--- config.mk ---
export PLATFORM = sky130hd
export DESIGN_NAME = hbsd_walk_ctrl
export DESIGN_NICKNAME = d
export VERILOG_FILES = /design/src/hbsd_pkg.sv /design/src/hbsd_walk_ctrl.sv
export SDC_FILE = /design/constraint.sdc
export NUM_CORES = 1
export LEC_CHECK = 0
export BUFFER_PORTS_ARGS = -buffer_cell sky130_fd_sc_hd__buf_2
export CAP_MARGIN = 5
export CORE_MARGIN = 2
export CORE_UTILIZATION = 35
export DETAILED_ROUTE_END_ITERATION = 8
export GPL_ROUTABILITY_DRIVEN = 0
export GPL_TIMING_DRIVEN = 0
export HOLD_SLACK_MARGIN = 0.08
export PLACE_DENSITY = 0.62
export SLEW_MARGIN = 20
export SYNTH_ARGS = -nofsm -noshare
export SYNTH_HDL_FRONTEND = slang
export SYNTH_SLANG_ARGS = --single-unit
--- constraint.sdc ---
create_clock -name clk_i -period 4.35 [get_ports clk_i]
set_clock_uncertainty 0.15 [all_clocks]
set_input_delay 0.6525 -clock clk_i [delete_from_list [all_inputs] [get_ports clk_i]]
set_output_delay 0.6525 -clock clk_i [all_outputs]
set_load 0.01 [all_outputs]
--- src/hbsd_pkg.sv ---
`timescale 1ns / 1ps
// ----------------------------------------------------------------------------
// hbsd_pkg
// shared types and constants of the huffman bit-serial decoder
// ----------------------------------------------------------------------------
package hbsd_pkg;

  localparam int unsigned IDX_W     = 9;  // index fields on the ports
  localparam int unsigned SYM_IN_W  = 8;  // symbol field of a node write
  localparam int unsigned SYM_OUT_W = 8;  // emitted symbol

  localparam logic CMD_WRITE  = 1'b0;
  localparam logic CMD_DECODE = 1'b1;

  typedef struct packed {
    logic                 valid;
    logic [SYM_OUT_W-1:0] symbol;
  } hbsd_result_t;

endpackage

--- src/hbsd_walk_ctrl.sv ---
`timescale 1ns / 1ps
// ----------------------------------------------------------------------------
// hbsd_walk_ctrl
// tree walk sequencer with cached root and current node
// ----------------------------------------------------------------------------
module hbsd_walk_ctrl
  import hbsd_pkg::*;
#(
  parameter int unsigned NODES       = 512,
  parameter int unsigned SYMBOL_BITS = 8,
  localparam int unsigned AW         = $clog2(NODES),
  localparam int unsigned DW         = 1 + SYMBOL_BITS + 2 * AW
) (
  input  logic                clk_i,
  input  logic                rst_ni,
  input  logic                take_i,
  input  logic                cmd_i,
  input  logic [IDX_W-1:0]    node_index_i,
  input  logic                node_is_leaf_i,
  input  logic [SYM_IN_W-1:0] leaf_symbol_i,
  input  logic [IDX_W-1:0]    left_child_i,
  input  logic [IDX_W-1:0]    right_child_i,
  input  logic                code_bit_i,
  input  logic                start_of_stream_i,
  input  logic                root_wr_i,
  input  logic [IDX_W-1:0]    root_value_i,
  input  logic                out_full_i,
  output logic                busy_o,
  output hbsd_result_t        res_o,
  output logic                mem_we_o,
  output logic [AW-1:0]       mem_waddr_o,
  output logic [DW-1:0]       mem_wdata_o,
  output logic                mem_re_o,
  output logic [AW-1:0]       mem_raddr_o,
  input  logic [DW-1:0]       mem_rdata_i
);

  localparam int unsigned RW     = IDX_W + 1;
  localparam int unsigned LEAF_B = DW - 1;
  localparam int unsigned SYM_LO = 2 * AW;

  typedef enum logic [1:0] {ST_IDLE, ST_ROOT, ST_CHILD} state_e;

  // index modulo NODES by restoring compare and subtract
  function automatic logic [AW-1:0] wrap_idx(input logic [IDX_W-1:0] v);
    logic [RW-1:0] r;
    r = {1'b0, v};
    for (int k = 7; k >= 0; k--) begin
      if ((NODES << k) < (1 << IDX_W)) begin
        if (int'(r) >= (NODES << k)) begin
          r = r - RW'(NODES << k);
        end
      end
    end
    return AW'(r);
  endfunction

  state_e        state_q, state_d;
  logic          at_root_q, at_root_d;
  logic [AW-1:0] walk_pos_q, walk_pos_d;
  logic [AW-1:0] root_q, root_d;
  logic          root_valid_q, root_valid_d;
  logic          bit_q, bit_d;
  logic [AW-1:0] child_q, child_d;
  logic [DW-1:0] cur_node_q, cur_node_d;
  logic [DW-1:0] root_node_q, root_node_d;

  logic [AW-1:0] wr_idx;
  logic [DW-1:0] wdata;
  logic          at_eff;
  logic [DW-1:0] step_node;
  logic          step_bit;
  logic [AW-1:0] step_child;

  assign wr_idx = wrap_idx(node_index_i);
  assign wdata  = {node_is_leaf_i, SYMBOL_BITS'(leaf_symbol_i),
                   wrap_idx(left_child_i), wrap_idx(right_child_i)};
  assign at_eff = at_root_q | start_of_stream_i;

  // node the step starts from: cached copy, or the root just fetched
  assign step_node  = (state_q == ST_ROOT) ? mem_rdata_i :
                      (at_eff ? root_node_q : cur_node_q);
  assign step_bit   = (state_q == ST_ROOT) ? bit_q : code_bit_i;
  assign step_child = step_bit ? step_node[AW-1:0] : step_node[2*AW-1:AW];

  always_comb begin
    state_d      = state_q;
    at_root_d    = at_root_q;
    walk_pos_d   = walk_pos_q;
    root_d       = root_q;
    root_valid_d = root_valid_q;
    bit_d        = bit_q;
    child_d      = child_q;
    cur_node_d   = cur_node_q;
    root_node_d  = root_node_q;
    mem_we_o     = 1'b0;
    mem_re_o     = 1'b0;
    mem_raddr_o  = root_q;
    res_o        = '0;

    case (state_q)
      ST_IDLE: begin
        if (take_i) begin
          if (cmd_i == CMD_WRITE) begin
            mem_we_o = 1'b1;
            // keep both cached nodes coherent with the table
            if (wr_idx == root_q) begin
              root_node_d  = wdata;
              root_valid_d = 1'b1;
            end
            if (!at_root_q && wr_idx == walk_pos_q) begin
              cur_node_d = wdata;
            end
          end else if (at_eff && !root_valid_q) begin
            mem_re_o    = 1'b1;
            mem_raddr_o = root_q;
            bit_d       = code_bit_i;
            at_root_d   = 1'b1;
            state_d     = ST_ROOT;
          end else if (step_node[LEAF_B]) begin
            res_o.valid  = 1'b1;
            res_o.symbol = SYM_OUT_W'(step_node[SYM_LO +: SYMBOL_BITS]);
            at_root_d    = 1'b1;
            walk_pos_d   = '0;
          end else begin
            mem_re_o    = 1'b1;
            mem_raddr_o = step_child;
            child_d     = step_child;
            state_d     = ST_CHILD;
          end
        end
      end
      ST_ROOT: begin
        root_node_d  = mem_rdata_i;
        root_valid_d = 1'b1;
        if (step_node[LEAF_B]) begin
          if (!out_full_i) begin
            res_o.valid  = 1'b1;
            res_o.symbol = SYM_OUT_W'(step_node[SYM_LO +: SYMBOL_BITS]);
            at_root_d    = 1'b1;
            walk_pos_d   = '0;
            state_d      = ST_IDLE;
          end
        end else begin
          mem_re_o    = 1'b1;
          mem_raddr_o = step_child;
          child_d     = step_child;
          state_d     = ST_CHILD;
        end
      end
      ST_CHILD: begin
        if (mem_rdata_i[LEAF_B]) begin
          if (!out_full_i) begin
            res_o.valid  = 1'b1;
            res_o.symbol = SYM_OUT_W'(mem_rdata_i[SYM_LO +: SYMBOL_BITS]);
            at_root_d    = 1'b1;
            walk_pos_d   = '0;
            state_d      = ST_IDLE;
          end
        end else begin
          cur_node_d = mem_rdata_i;
          walk_pos_d = child_q;
          at_root_d  = 1'b0;
          state_d    = ST_IDLE;
        end
      end
      default: begin
        state_d = ST_IDLE;
      end
    endcase

    // a new root invalidates the cached root node
    if (root_wr_i) begin
      root_d       = wrap_idx(root_value_i);
      root_valid_d = 1'b0;
    end
  end

  always_ff @(posedge clk_i or negedge rst_ni) begin
    if (!rst_ni) begin
      state_q      <= ST_IDLE;
      at_root_q    <= 1'b1;
      walk_pos_q   <= '0;
      root_q       <= '0;
      root_valid_q <= 1'b0;
    end else begin
      state_q      <= state_d;
      at_root_q    <= at_root_d;
      walk_pos_q   <= walk_pos_d;
      root_q       <= root_d;
      root_valid_q <= root_valid_d;
    end
  end

  always_ff @(posedge clk_i) begin
    bit_q       <= bit_d;
    child_q     <= child_d;
    cur_node_q  <= cur_node_d;
    root_node_q <= root_node_d;
  end

  assign busy_o      = (state_q != ST_IDLE);
  assign mem_waddr_o = wr_idx;
  assign mem_wdata_o = wdata;

endmodule

==> flow_summary.toml, run 1 <==
[outcome]
status = "completed"

[sta]
post-route-min-period_ns = 3.43
relSlewSlack_pct = 51.8
tightest_slew_ns = 0.722
rsz0062_at_grt = "false"
fmax_ghz = 0.292
fin_ws_ns = 0.923
period_share_pct = 78.8
final.setup.tns_ns = 0
whs_ns = 0.134
finalMaxSlewViolations = 0
hold_viol = 0
setup_viol = 0

[setup_path]
rr_startpoint = "state_q[0]"
crit_path_end_kind = "output pin"
worstReg2RegEnd = "cur_node_q[22]"
cp_cell_sequence = "inv_1 > ha_1 > buf_4 > nor2b_1 > o311ai_0 > nand3_1 > o2bb2ai_1 > buf_2"
required_ns = 3.55
start_kind = "flip-flop"
reg2reg_depth = 8
path_max_fanout = 10
setup.worst_path.class = "flip-flop to output pin"
max_stage_delay_ns = 0.56
slowest_stage = "nor2b_1"
worstPathArrival_ns = 2.62
reg2reg_setup_slack_ns = 1.37

[layout]
layout.nets = 683
num-fill-cells = 1382
diodes = 0
drive_gt1_share_pct = 45.7
multi_input_area_um2 = 2230
regArea_um2 = 2470
finalNonFillerCells = 788
final_cell_area_um2 = 6510
finish.utilization_pct = 44.8
area_delta_synth_final_pct = 24.9

[routing]
vias_per_cell = 5.14
wl_mm = 13.9
drc = 0
first_iter_violations = 264
wl_per_cell_um = 17.7
first_pass_iters = 5
ant_nets = 0
vias = 4049

[placement]
place_ws_ns = 1.37
dp_cells = 772
portBuffers = 134
hpwl_mm = 10.3
dpl-instance-area_um2 = 6170

[synthesis]
synth-main-ff-cell = "edfxtp_1"
synth_seq_cells = 86
synth_top_area_share_pct = 36.9
synth_compound_area_share_pct = 14.0
synthAdderAreaFrac_pct = 0.960
synthTopCellsByCount = "edfxtp_1 (64), mux2_2 (61), buf_4 (38)"
synth_top_family_by_area = "multiplexers"
synth_edf_count = 64
muxShareOfSynthArea_pct = 16.4
yosysWarnings = 0
syn_inst = 451
ys_seq_area_share_pct = 47.4
async_reset_ff_share_pct = 25.6
netlist_top_cells_area = "edfxtp_1 (37%), mux2_2 (13%), dfrtp_1 (10%)"
post-synth-top-count-cell = "edfxtp_1"
syn_area_um2 = 5220
yosysTopAreaCell = "edfxtp_1"
synth_nets = 535
synth_cell_types = 58
synthSimpleGateAreaFrac_pct = 7.99
synth-xor-area-share_pct = 3.02
syn_avg_cell_area_um2 = 11.6

[floorplan]
start_util_pct = 35.9
fp.dieH_um = 126
io-pin-count = 137
die_x_um = 126
rows = 44
core_um2 = 14500
die_area_um2 = 15900

[grt]
overflow = 0
grt_pass1_vias = 4026
grt_pass1_wl_mm = 21.4
grt_max_degree = 23
grt_use_total_pct = 17.1
antenna_found_initial = 0

[cts]
cts.htree.levels = 3
clkLatencyLatePin_ns = 0.34
cts_inserted_buffers = 9
cts_resized = 0
root_buffer = "clkbuf_16"
cts_setup_buffers = 0
clkTransAtPathRegs_ns = 0.07
clock_path_buffers = 2
hold_buffers = 0
clock-sinks = 86
cts_tree = "built"

[power_and_ir_drop]
power.density_nw_per_um2 = 485
vdd_ir_drop_max_mv = 0.227
total_power_mw = 3.16
p_leak_nw = 2.70

[worst_hold_path]
hold_path_class = "primary input to asynchronous set/reset pin"

[run]
drv_cap = 0
-- logic make-up after synthesis --
| logic type | after synthesis |
|---|---|
| compound gates | 94 |
| xor+xnor | 18 |
| fa+ha+maj | 4 |
| buf+inv | 95 |
| flops | 86 |
| mux | 78 |
| simple gates | 76 |
-- final cells by class --
class                   instances  share of cell area, %
flip-flops and latches         86                   38.0
inverters                      35                   2.02
repair buffers                137                   10.9
clock inverters                 6                   1.69
plain buffers                  60                   6.13
multi-input cells             270                   34.2
clock buffers                  10                   3.52
well taps                     184                   3.54
-- flip-flops by register name, summed over array words and instances (netlist names) --
signal	cells
cur_node_q	27
root_node_q	27
child_q	9
root_q	9
walk_pos_q	9
state_q	2
at_root_q	1
bit_q	1
root_valid_q	1
-- where the power goes --
part	switching, mW	total (mW)	internal (mW)
Clock	0.317	0.877	0.560
Combinational	0.706	1.18	0.471
Sequential	0.0456	1.10	1.06
Total	1.07	3.16	2.09
-- critical path: cells and delay by family (launching register included) --
kind	cells	cell delay, ns
AND/OR/NAND/NOR	2	0.83
AO/OA/AOI/OAI	2	0.39
flip-flops	1	0.39
adder cells (fa/ha/maj)	1	0.23
buffers and inverters	3	0.44
-- placed cells by master (no fill, tap or decap), types with 3 or more instances in the layout --
cell type,instances
buf_2,139
edfxtp_1,64
mux2_2,61
buf_4,38
inv_1,34
nand2_1,23
o21ai_0,21
dfrtp_1,21
o311ai_0,18
mux2i_1,17
o2bb2ai_1,17
xor2_1,16
nand3_1,11
clkbuf_1,10
nand4_1,10
nor2_1,9
o22ai_1,9
clkbuf_16,9
nor2b_1,5
a21oi_1,5
buf_6,4
nor4_1,4
ha_1,4
o31a_1,3
buf_1,3
bufinv_16,3
-- layer usage --
layer  wire length [µm]  track usage (%)
met1               6110             22.1
met2               6920             29.2
met3                638             2.68
met4                270             6.08
met5                  0                0
-- worst max path at each step --
stage	from	end	slack, ns	depth (start not counted)
5_1_grt	state_q[1]	mem_raddr_o[7]	0.74	8
4_1_cts	state_q[1]	mem_raddr_o[6]	0.94	8
3_3_place_gp	state_q[1]	root_node_q[4]	-0.37	4
3_5_place_dp	state_q[1]	mem_raddr_o[7]	1.37	8
2_1_floorplan	state_q[1]	root_node_q[0]	1.04	4
6_report	state_q[1]	mem_raddr_o[6]	0.92	8
Note: power is estimated with default switching activity, not from simulation.
==> run 2, diff against run 1 <==
Settings changed: PLACE_DENSITY 0.62 to 0.64.
Clock period 4.35 ns to 2.96 ns, I/O delays scaled along.
==> flow_summary.toml, run 2 (synthesis results as in run 1) <==
[routing]
vias = 4060
vias_per_cell = 5.15
routed.top_layer = "met4"
first_iter_violations = 225
wl_met3_um = 690
first_pass_iters = 4
ant_nets = 0
wl_per_cell_um = 17.7
wl_mm = 13.9
wl_met1_mm = 6.16
met2WireLength_mm = 6.95
drc = 0

[worst_hold_path]
hold_path_class = "primary input to flip-flop"

[layout]
regArea_um2 = 2470
layout.nets = 684
area_delta_synth_final_pct = 25.8
finish.utilization_pct = 45.1
diodes = 0
layout_commonest_cell = "buf_2"
layout_common_cells = "buf_2 (137), edfxtp_1 (64), mux2_2 (61)"
num-fill-cells = 1413
multi_input_area_um2 = 2290
drive_gt1_share_pct = 47.5
top_regs = "cur_node_q (27), root_node_q (27)"

[cts]
clkLatencyLatePin_ns = 0.34
clock_path_buffers = 2
root_buffer = "clkbuf_16"
cts_tree = "built"
cts.htree.levels = 3
clock-sinks = 86
clkTransAtPathRegs_ns = 0.06
cts_inserted_buffers = 9

[setup_path]
reg2reg_setup_slack_ns = 0.28
worstPathArrival_ns = 2.28
cp_cell_sequence = "ha_4 > buf_6 > o31ai_2 > o21ai_2 > o2bb2ai_1 > buf_2"
crit_path_end_kind = "output pin"
required_ns = 2.37
slowest_stage = "o31ai_2"
path_delay_family = "compound AO/OA/AOI/OAI gates"
cp_num_buf_inv = 2
path_max_fanout = 10
setup.worst_path.class = "flip-flop to output pin"
start_kind = "flip-flop"
max_stage_delay_ns = 0.49

[sta]
fmax_ghz = 0.349
relSlewSlack_pct = 51.3
hold_viol = 0
period_share_pct = 96.9
rsz0062_at_grt = "false"
setup_viol = 0
finalMaxSlewViolations = 0
final.setup.tns_ns = 0
whs_ns = 0.174
tightest_slew_ns = 0.731
post-route-min-period_ns = 2.87

[placement]
portBuffers = 134
hpwl_mm = 10.3

[floorplan]
die_area_um2 = 15900
core_um2 = 14500
io-pin-count = 137
rows = 44
fp.dieH_um = 126
die_x_um = 126
start_util_pct = 35.9

[power_and_ir_drop]
p_leak_nw = 2.71
vdd_ir_drop_max_mv = 0.341
power.density_nw_per_um2 = 691
total_power_mw = 4.53

[grt]
grt_pass1_wl_mm = 21.7
antenna_found_initial = 0
grt_max_degree = 23
grt_use_total_pct = 17.3
grt_pass1_vias = 4178
overflow = 0

[run]
drv_cap = 0

[outcome]
status = "completed"
-- run 2: final cells by class --
| type | instances | area share [%] |
|---|---|---|
| flip-flops and latches | 86 | 37.7 |
| multi-input cells | 270 | 35.0 |
| plain buffers | 59 | 6.24 |
| inverters | 35 | 2.00 |
| well taps | 184 | 3.51 |
| clock inverters | 5 | 0.782 |
| clock buffers | 10 | 3.49 |
| repair buffers | 139 | 11.3 |
-- run 2: worst paths after layout --
| kind | from | end | depth (start not counted) |
|---|---|---|---|
| worst max-delay path | state_q[0] | mem_raddr_o[0] | 6 |
| worst min-delay path | code_bit_i | bit_q | 1 |
| worst max register to register | state_q[0] | cur_node_q[24] | 6 |
| worst min register to register | walk_pos_q[2] | walk_pos_q[2] | 2 |
| max in group asynchronous | rst_ni | at_root_q | 2 |
| min in group asynchronous | rst_ni | root_q[6] | 2 |
-- run 2: timing repair --
action                                  in CTS  in global routing
hold endpoints to repair                    21                  0
hold buffers                                 1                  0
pin swaps                                    1                  3
gates resized for setup                     10                 14
endpoints found under the setup margin      17                 35
buffers inserted                             0                  1
-- run 2: metal layers --
| layer | global-route usage [%] | vias up |
|---|---|---|
| met5 | 0 | - |
| met2 | 30.1 | 128 |
| met4 | 6.46 | 0 |
| met3 | 2.55 | 10 |
| li1 | - | 1948 |
| met1 | 21.9 | 1974 |
-- run 2: report_power, final --
part	internal [mW]	total, mW	switching (mW)	leakage (nW)
sequential	1.56	1.63	0.0734	0.861
combinational	0.755	1.81	1.06	1.71
clock	0.643	1.09	0.447	0.136
-- run 2: through the flow --
stage / worst slack (ns) / cells / cell area, µm²
final: 0.0909 / 788 / 6560
after global routing: 0.00455 / 788 / 6560
after CTS: 0.0145 / 787 / 6500
after detailed placement: 0.131 / 772 / 6190
after global placement: -0.554 / 769 / 6120
after floorplan: 0.270 / 451 / 5220
